$ cat src/hdl/spe_pkg.sv
// shared constants, opcodes and transaction types for the spike priority encoder
`default_nettype none
package spe_pkg;

	localparam int NUM_CHANNELS = 64;
	localparam int ADDRESS_BITS = 6;
	localparam int CH_IDX_BITS  = (NUM_CHANNELS > 1) ? $clog2(NUM_CHANNELS) : 1;

	localparam logic [1:0] OP_SPIKE = 2'd0;
	localparam logic [1:0] OP_TICK  = 2'd1;
	localparam logic [1:0] OP_WRITE = 2'd2;
	localparam logic [1:0] OP_NOP   = 2'd3;

	typedef struct packed {
		logic [1:0] opcode;
		logic [5:0] channel;
		logic [5:0] target_addr;
	} item_t;

	typedef struct packed {
		logic       spike_accepted;
		logic       spike_lost;
		logic       emit_valid;
		logic [5:0] emit_address;
	} result_t;

	typedef logic [CH_IDX_BITS-1:0]  ch_idx_t;
	typedef logic [ADDRESS_BITS-1:0] naddr_t;

	// requests from the top level to the pending flag store
	typedef struct packed {
		ch_idx_t query_idx;
		logic    set_en;
		logic    clr_en;
		ch_idx_t clr_idx;
	} pend_ctrl_t;

	typedef struct packed {
		logic    hit;
		logic    any;
		ch_idx_t first;
	} pend_stat_t;

endpackage
`default_nettype wire

$ cat src/hdl/spe_pend_enc.sv
// pending flag register with lowest-channel-first priority encoder
`default_nettype none
module spe_pend_enc (
	input  wire logic               clk,
	input  wire logic               arst_n,
	input  wire spe_pkg::pend_ctrl_t ctrl,
	output spe_pkg::pend_stat_t     stat
);

	logic [spe_pkg::NUM_CHANNELS-1:0] flags_q;
	logic [spe_pkg::NUM_CHANNELS-1:0] lowest;
	spe_pkg::ch_idx_t                 first;

	// isolate the lowest set flag, then or-encode its position
	always_comb begin
		lowest = flags_q & (~flags_q + 1'b1);
		first  = '0;
		for (int i = 0; i < spe_pkg::NUM_CHANNELS; i++) begin
			if (lowest[i]) begin
				first = first | spe_pkg::CH_IDX_BITS'(i);
			end
		end
	end

	assign stat.hit   = flags_q[ctrl.query_idx];
	assign stat.any   = |flags_q;
	assign stat.first = first;

	always_ff @(posedge clk or negedge arst_n) begin
		if (!arst_n) begin
			flags_q <= '0;
		end else begin
			if (ctrl.set_en) begin
				flags_q[ctrl.query_idx] <= 1'b1;
			end
			if (ctrl.clr_en) begin
				flags_q[ctrl.clr_idx] <= 1'b0;
			end
		end
	end

endmodule
`default_nettype wire

$ cat src/hdl/spe_addr_table.sv
// channel to neuron address table, synchronous memory with identity default
`default_nettype none
module spe_addr_table (
	input  wire logic             clk,
	input  wire logic             arst_n,
	input  wire logic             wr_en,
	input  wire spe_pkg::ch_idx_t wr_idx,
	input  wire spe_pkg::naddr_t  wr_data,
	input  wire logic             rd_en,
	input  wire spe_pkg::ch_idx_t rd_idx,
	output spe_pkg::naddr_t       rd_data
);

	spe_pkg::naddr_t                  mem [spe_pkg::NUM_CHANNELS];
	logic [spe_pkg::NUM_CHANNELS-1:0] written_q;
	spe_pkg::naddr_t                  rdata_q;
	logic                             rvalid_q;
	spe_pkg::ch_idx_t                 ridx_q;

	always_ff @(posedge clk) begin
		if (wr_en) begin
			mem[wr_idx] <= wr_data;
		end
		if (rd_en) begin
			rdata_q <= mem[rd_idx];
			ridx_q  <= rd_idx;
		end
	end

	always_ff @(posedge clk or negedge arst_n) begin
		if (!arst_n) begin
			written_q <= '0;
			rvalid_q  <= 1'b0;
		end else begin
			if (wr_en) begin
				written_q[wr_idx] <= 1'b1;
			end
			if (rd_en) begin
				rvalid_q <= written_q[rd_idx];
			end
		end
	end

	// entries never written read as their own index
	assign rd_data = rvalid_q ? rdata_q : spe_pkg::ADDRESS_BITS'(ridx_q);

endmodule
`default_nettype wire

$ cat src/hdl/spike_priority_encoder_unit.sv
// spike priority encoder top level
// Usage: one input channel (item_valid / item_stall / item) carries spike,
// tick and table-write transactions; one output channel (result_valid /
// result_stall / result) returns exactly one result per input transaction.
// Result: the result is registered and appears in the cycle after the input
// transaction is taken.
// Throughput: one transaction per cycle while item_stall is low. A tick that
// loads the output buffer starts a read of the address table; the read data
// lands in the next cycle and is forwarded to a tick in that cycle, so the
// table's single read port sets no gap between transactions.
// Reset: pending flags, buffer-full flag and table valid bits clear at once;
// the table then reads as the identity map until entries are written. No
// clearing pass is needed, the block takes transactions right after reset.
// Stall: while a result waits under result_stall, item_stall is raised and
// the result holds; with the result slot free, input is taken every cycle.
`default_nettype none
module spike_priority_encoder_unit (
	input  wire logic             clk,
	input  wire logic             arst_n,
	input  wire logic             item_valid,
	output logic                  item_stall,
	input  wire spe_pkg::item_t   item,
	output logic                  result_valid,
	input  wire logic             result_stall,
	output spe_pkg::result_t      result
);

	logic                accept;
	logic                is_spike, is_tick, is_write, ch_ok;
	logic                tick_emit, tick_load;
	spe_pkg::ch_idx_t    ch_idx;
	spe_pkg::pend_ctrl_t pctrl;
	spe_pkg::pend_stat_t pstat;
	spe_pkg::naddr_t     tbl_rd_data;
	spe_pkg::naddr_t     buf_val;
	spe_pkg::result_t    result_d;

	logic                full_q;
	logic                load_s1;
	spe_pkg::naddr_t     buffer_q;
	logic                result_valid_q;
	spe_pkg::result_t    result_q;

	assign item_stall = result_valid_q & result_stall;
	assign accept     = item_valid & ~item_stall;

	assign ch_idx   = spe_pkg::CH_IDX_BITS'(item.channel);
	assign ch_ok    = 32'(item.channel) < 32'(spe_pkg::NUM_CHANNELS);
	assign is_spike = item.opcode == spe_pkg::OP_SPIKE;
	assign is_tick  = item.opcode == spe_pkg::OP_TICK;
	assign is_write = item.opcode == spe_pkg::OP_WRITE;

	assign tick_emit = is_tick & full_q;
	assign tick_load = is_tick & ~full_q & pstat.any;

	// table data still in flight is forwarded to an emitting tick
	assign buf_val = load_s1 ? tbl_rd_data : buffer_q;

	always_comb begin
		pctrl.query_idx = ch_idx;
		pctrl.set_en    = accept & is_spike & ch_ok & ~pstat.hit;
		pctrl.clr_en    = accept & tick_load;
		pctrl.clr_idx   = pstat.first;
	end

	spe_pend_enc u_pend (
		.clk    (clk),
		.arst_n (arst_n),
		.ctrl   (pctrl),
		.stat   (pstat)
	);

	spe_addr_table u_table (
		.clk     (clk),
		.arst_n  (arst_n),
		.wr_en   (accept & is_write & ch_ok),
		.wr_idx  (ch_idx),
		.wr_data (spe_pkg::ADDRESS_BITS'(item.target_addr)),
		.rd_en   (accept & tick_load),
		.rd_idx  (pstat.first),
		.rd_data (tbl_rd_data)
	);

	always_comb begin
		result_d.spike_accepted = is_spike & ch_ok & ~pstat.hit;
		result_d.spike_lost     = is_spike & ch_ok & pstat.hit;
		result_d.emit_valid     = tick_emit;
		result_d.emit_address   = tick_emit ? 6'(buf_val) : 6'd0;
	end

	always_ff @(posedge clk or negedge arst_n) begin
		if (!arst_n) begin
			full_q         <= 1'b0;
			load_s1        <= 1'b0;
			result_valid_q <= 1'b0;
		end else begin
			load_s1 <= accept & tick_load;
			if (accept & tick_emit) begin
				full_q <= 1'b0;
			end else if (accept & tick_load) begin
				full_q <= 1'b1;
			end
			if (accept) begin
				result_valid_q <= 1'b1;
			end else if (!result_stall) begin
				result_valid_q <= 1'b0;
			end
		end
	end

	always_ff @(posedge clk) begin
		if (load_s1) begin
			buffer_q <= tbl_rd_data;
		end
		if (accept) begin
			result_q <= result_d;
		end
	end

	assign result_valid = result_valid_q;
	assign result       = result_q;

endmodule
`default_nettype wire

$ cat config.mk
export PLATFORM = sky130hd
export DESIGN_NAME = spike_priority_encoder_unit
export DESIGN_NICKNAME = d
export VERILOG_FILES = /design/src/hdl/spe_pkg.sv /design/src/hdl/spe_pend_enc.sv /design/src/hdl/spe_addr_table.sv /design/src/hdl/spike_priority_encoder_unit.sv
export SDC_FILE = /design/constraint.sdc
export NUM_CORES = 1
export LEC_CHECK = 0
export BUFFER_PORTS_ARGS = -buffer_cell sky130_fd_sc_hd__buf_2
export CORE_ASPECT_RATIO = 1.5
export CORE_MARGIN = 10
export CORE_UTILIZATION = 30
export DETAILED_ROUTE_END_ITERATION = 8
export PLACE_DENSITY = 0.47
export SLEW_MARGIN = 20
export SYNTH_ARGS = -nofsm -noshare
export SYNTH_HDL_FRONTEND = slang
export SYNTH_HIERARCHICAL = 1
export SYNTH_SLANG_ARGS = --single-unit
$ cat constraint.sdc
create_clock -name clk -period 4.7 [get_ports clk]
set_input_delay 0 -clock clk [delete_from_list [all_inputs] [get_ports clk]]
set_output_delay 0 -clock clk [all_outputs]
set_load 0.01 [all_outputs]
== After elaboration in Yosys (flattened, before gate mapping) ==
Memories as Yosys holds them, arrays and structs flattened. A register that Yosys moved wholly into a read port is not among the register bits.
Index checks and enable logic that the tools add are counted.
Word-level totals
  flip-flop bits (word level): 153
  bits in latches: 0
  RAM bits: 384
  memory bits (read-only): 0
  input port bits: 18
  output and inout port bits: 11
  word-level logic and storage cells: 130
  memories kept: 1
Cells by class
  $add $sub $neg: 1
  $mul: 0
  div/mod/pow operators: 0
  order comparisons: 4
  eq/ne operators: 3
  shift-type cells: 0
  mux-type cells: 83
  bitwise gates (word level): 21
  reductions and logical operators: 5
Memory list
  u_table.mem: words 64, bits a word 6, rd ports 1, clocked after Yosys merged registers in 1, write ports 1, line spe_addr_table.sv:14  | spe_pkg::naddr_t mem [spe_pkg::NUM_CHANNELS];
Operator list (count)
  two-way mux 6 bit: 34
  AND 64 bit: 2
  two-way mux 64 bit: 2
  NOT 64 bit: 2
  bitwise OR 64 bit: 2
  two-way mux 5 bit: 16
  adder 64 x 1 -> 64 bit, second input constant: 1
  OR reduction 64 bit: 1
  two-way mux 4 bit: 8
  less-than comparator 6 x 7 -> 1 bit, second input constant: 2
  two-way mux 1 bit: 13
  AND 1 bit: 12
  binary-select mux 1 bit (select 6 bit): 2
  demux 1 bit (select 6 bit): 2
  greater-or-equal comparator 6 x 1 -> 1 bit, second input constant: 2
  two-way mux 3 bit: 4
  two-way mux 2 bit: 2
  NOT 1 bit: 3
  equality test 2 x 1 -> 1 bit, second input constant: 1
  equality test 2 bit, second input constant: 1
  logical AND 1 bit: 2
  logical NOT 2 bit: 1
  != test 2 x 1 -> 1 bit, second input constant: 1
  nonzero test 2 bit: 1

== Longest topological paths before layout ==
  word-level depth: 73
  depth in mapped cells: 18

== Modules after synthesis ==
Netlist, hierarchy kept.
Modules (own cells, without submodules)
  spe_addr_table: times used 1, cells each 866, area each 18022.3 um^2, sequential area each 13518.0 um^2
  spe_pend_enc: times used 1, cells each 546, area each 4428.0 um^2, sequential area each 1601.5 um^2
  spike_priority_encoder_unit: times used 1, cells each 45, area each 699.4 um^2, sequential area each 465.4 um^2

== Worst setup path after synthesis ==
Ideal clock, no wire load.
  path kind: register to register
  start: register u_pend/flags_q[3] (netlist name)
  end: register u_table.rdata_q[1], read port of u_table.mem, data pin
  setup time: 273 ps
  data arrival time: 4270 ps
  path slack: 156 ps
  cell stages (with the launch flop): 17
  path buffers: 5
  cells stage by stage: dfrtp_1 > or4_4 > or4_1 > buf_2 > nor3_1 > buf_2 > nand2_1 > buf_6 > a21oi_1 > nor4b_1 > nand2_1 > buf_2 > clkbuf_1 > mux4_2 > mux4_2 > a211oi_1 > a21oi_1
RTL lines
  start, declared: line spe_pend_enc.sv:10  | logic [spe_pkg::NUM_CHANNELS-1:0] flags_q;
  start signal, assigned: line spe_pend_enc.sv:31  | flags_q <= '0;
  start signal, assigned by index: line spe_pend_enc.sv:34  | flags_q[ctrl.query_idx] <= 1'b1;
  start signal, assigned by index: line spe_pend_enc.sv:37  | flags_q[ctrl.clr_idx] <= 1'b0;
  end, declared: line spe_addr_table.sv:16  | spe_pkg::naddr_t rdata_q;

==> reports/summary.txt <==
Initial DRT Pass Iterations -> 5
Share of cells above drive strength 1 -> 0.305
Vias -> 14,071
Slew margin rel. -> 0.305
Worst-path clk slew -> 60 ps
Antenna-violating nets left -> 0
Critical Path Max Stage Delay -> 540 ps
Hold Path Class -> in2reg
Count leader, synth -> edfxtp_1
Core area -> 0.0763 mm^2
Layout area overhead -> 20.5%
Crit-path cells -> or4_4 -> or4_4 -> buf_6 -> nor4_4 -> buf_4 -> nand2_2 -> nor2_2 -> nor3_2 -> nand4_1 -> buf_6 -> buf_12 -> buf_12 -> buf_6 -> mux4_2 -> mux4_2 -> a211oi_2 -> buf_4 -> a21oi_2
First-pass GRT wire length -> 106,000 um
Setup Viol. Count Final -> 1
Leakage -> 10.0 nW
Sequential area share after synthesis -> 0.673
Place WS -> -333 ps
Initial antenna violation count -> 0
CP Data Arrival Time -> 5080 ps
Share of synthesized registers carrying an async set or reset -> 0.243
Drt drc -> 0
Yosys warning count -> 6
Met3 Use GR -> 0.0233
Post-synth EDFFs -> 405
Fin nets -> 1,657
Cells after Synth -> 1,457
Total track usage -> 0.161
Die area -> 0.0889 mm^2
Iter 0 DRT Violations -> 1,132
Met1 usage -> 0.182
Die Span Y -> 360 um
CTS buffer count -> 56
CP Launch Type -> flip-flop
Final hold violations -> 0
Cell area power density -> 569 mW/mm^2
Flops & latches, synth -> 543
Mapped cell area -> 0.0231 mm^2
Crit Path Max Fanout -> 7
Area contributors post-synth -> edfxtp_1, dfrtp_1, mux4_2
Clock sink count -> 543
Setup Skew -> 34.5 ps
Syn avg cell area -> 15.9 um^2
Peak supply drop -> 0.000348 V
Number of global-route vias before repair -> 14,956
Vias per Instance -> 5.23
Initial Util -> 0.303
Crit path max-delay family -> simple AND/OR/NAND/NOR gates
Root Driver -> clkbuf_16
Site Rows -> 124
Fin crit share -> 1.00
Slowest CP cell -> or4_4
Main flop type after synthesis -> edfxtp_1
Max-cap viol count -> 0
Crit path kind -> reg2reg
Largest net degree at the start of global routing -> 86
Final instance area -> 0.0279 mm^2
Fin Setup TNS -> -14.8 ps
Placed inst area -> 0.0254 mm^2
Post-layout util -> 0.365
Violated checks -> setup timing
CTS tree -> built
Syn nets -> 1,475
Fmax -> 212 MHz
DRT Wirelength -> 72,000 um
RePlAce Congestion -> 0.990
Antenna diodes -> 0
Chip width -> 247 um
Min setup slack post-route -> -14.8 ps
CP most frequent cell -> buf_6
Synth top area share -> 0.525
Met2 GRT Util -> 0.294
Hold WS -> 13.8 ps
Worst slew pin tran -> 1040 ps
Clock buffer depth -> 3
Number of H-tree levels -> 2
Unique cell type count in the Yosys netlist -> 66
Min Tclk post-route -> 4710 ps
Status -> finished, violations left
Worst-Skew Late Latency -> 650 ps
Num ports -> 29
Layer with the highest usage -> met2
Max Slew Vio Count -> 0
WP buf/inv -> 7
Port Buf Inserts -> 28
Critical path required time -> 5060 ps
Fillcell total -> 7,237
Cell taking the most area after synthesis -> edfxtp_1
Routed length per placed instance -> 26.7 um
Crit path capture type -> flip-flop
Hpwl dp -> 49,100 um
GRT Residual Overflow -> 0
Setup repair after global routing missed its margin -> true
Synth cell count leaders -> edfxtp_1, a21oi_1, mux4_2
[cells by family (layout without fill, tap and decap cells)]
| kind of cell | Yosys count | after routing | share of synthesized area |
|---|---|---|---|
| AOI/OAI and AO/OA | 229 | 229 | 0.0582 |
| and+or+nand+nor | 417 | 417 | 0.0960 |
| muxes | 181 | 181 | 0.154 |
| DFF | 543 | 543 | 0.673 |
| buffers and inverters | 87 | 315 | 0.0182 |
[cell usage in the layout (no fill, tap or decap), drive strengths merged, types with 13 or more instances in the layout]
cell type / netlist / routed
a21oi: 147 / 147
a22oi: 13 / 13
buf: 29 / 184
clkbuf: 42 / 72
clkinv: 0 / 23
dfrtp: 132 / 132
edfxtp: 405 / 405
inv: 16 / 18
mux2: 20 / 20
mux2i: 24 / 24
mux4: 137 / 137
nand2: 43 / 43
nand2b: 13 / 13
nand3: 26 / 26
nand4: 13 / 13
nor2: 128 / 128
nor2b: 19 / 19
nor3: 34 / 34
or2: 67 / 67
[worst reg2reg max path: stages, from the launching register on]
cell and delay (ps):
dfrtp_1 380, or4_4 540, or4_4 510, buf_6 150, nor4_4 390, buf_4 180
nand2_2 50, nor2_2 130, nor3_2 60, nand4_1 90, buf_6 150, buf_12 160
buf_12 150, buf_6 100, mux4_2 500, mux4_2 530, a211oi_2 200, buf_4 150
a21oi_2 30
[layer usage]
metal,share of wire,vias to the layer above
li1,-,6124
met1,0.37,7370
met2,0.54,417
met3,0.039,160
met4,0.049,0
met5,0,-
[registers in the layout, summed over array words and instances (netlist names)]
register	flops
load_s1	1
full_q	1
u_pend/flags_q	64
u_table/mem	384
result	9
result_valid	1
u_table/ridx_q	6
u_table/written_q	64
u_table/rvalid_q	1
buffer_q	6
u_table/rdata_q	6
[repair_timing]
action,CTS,global route
hold buffers,8,0
buffers inserted,7,16
gates cloned,4,2
resized for setup,28,20
pin swaps,5,10
hold endpoints to repair,105,0
endpoints found under the setup margin,7,28
[layout make-up]
| type | count | area [um^2] | area share |
|---|---|---|---|
| multi-input combinational | 827 | 7290 | 0.262 |
| timing repair buffer | 195 | 1860 | 0.0665 |
| inverter | 16 | 60.1 | 0.00215 |
| clock buffer | 70 | 1500 | 0.0536 |
| clock inverter | 34 | 333 | 0.0119 |
| tap | 1008 | 1260 | 0.0452 |
| sequential | 543 | 15600 | 0.559 |
[stage by stage]
step / cells / total power [mW]
6_report: 2693 / 15.9
5_1_grt: 2693 / 16.5
4_1_cts: 2679 / 15.8
3_5_place_dp: 2556 / 10.9
3_3_place_gp: 2556 / 10.9
2_1_floorplan: 1457 / 8.71
[worst paths after layout]
kind                                                        start                                end  slack (ps)  cells after the start
worst max-delay path                  u_pend/flags_q[3]$_DFF_PN0_       u_table/rdata_q[2]$_DFFE_PP_         -10                     18
worst min-delay path                                      item[1]       u_table/mem[18][1]$_DFFE_PP_          10                      2
worst max register to register        u_pend/flags_q[3]$_DFF_PN0_       u_table/rdata_q[2]$_DFFE_PP_         -10                     18
worst min register to register  u_table/written_q[12]$_DFFE_PN0P_  u_table/written_q[12]$_DFFE_PN0P_         460                      1
max in group asynchronous                                  arst_n  u_table/written_q[27]$_DFFE_PN0P_        3350                      3
min in group asynchronous                                  arst_n       u_pend/flags_q[13]$_DFF_PN0_          50                      2
[power by group]
group          switching [mW]  total, mW  internal (mW)
combinational            2.94       5.99           3.05
clock                    1.91       4.45           2.54
sequential              0.110       5.44           5.33
(Power assumes the default switching activity.)
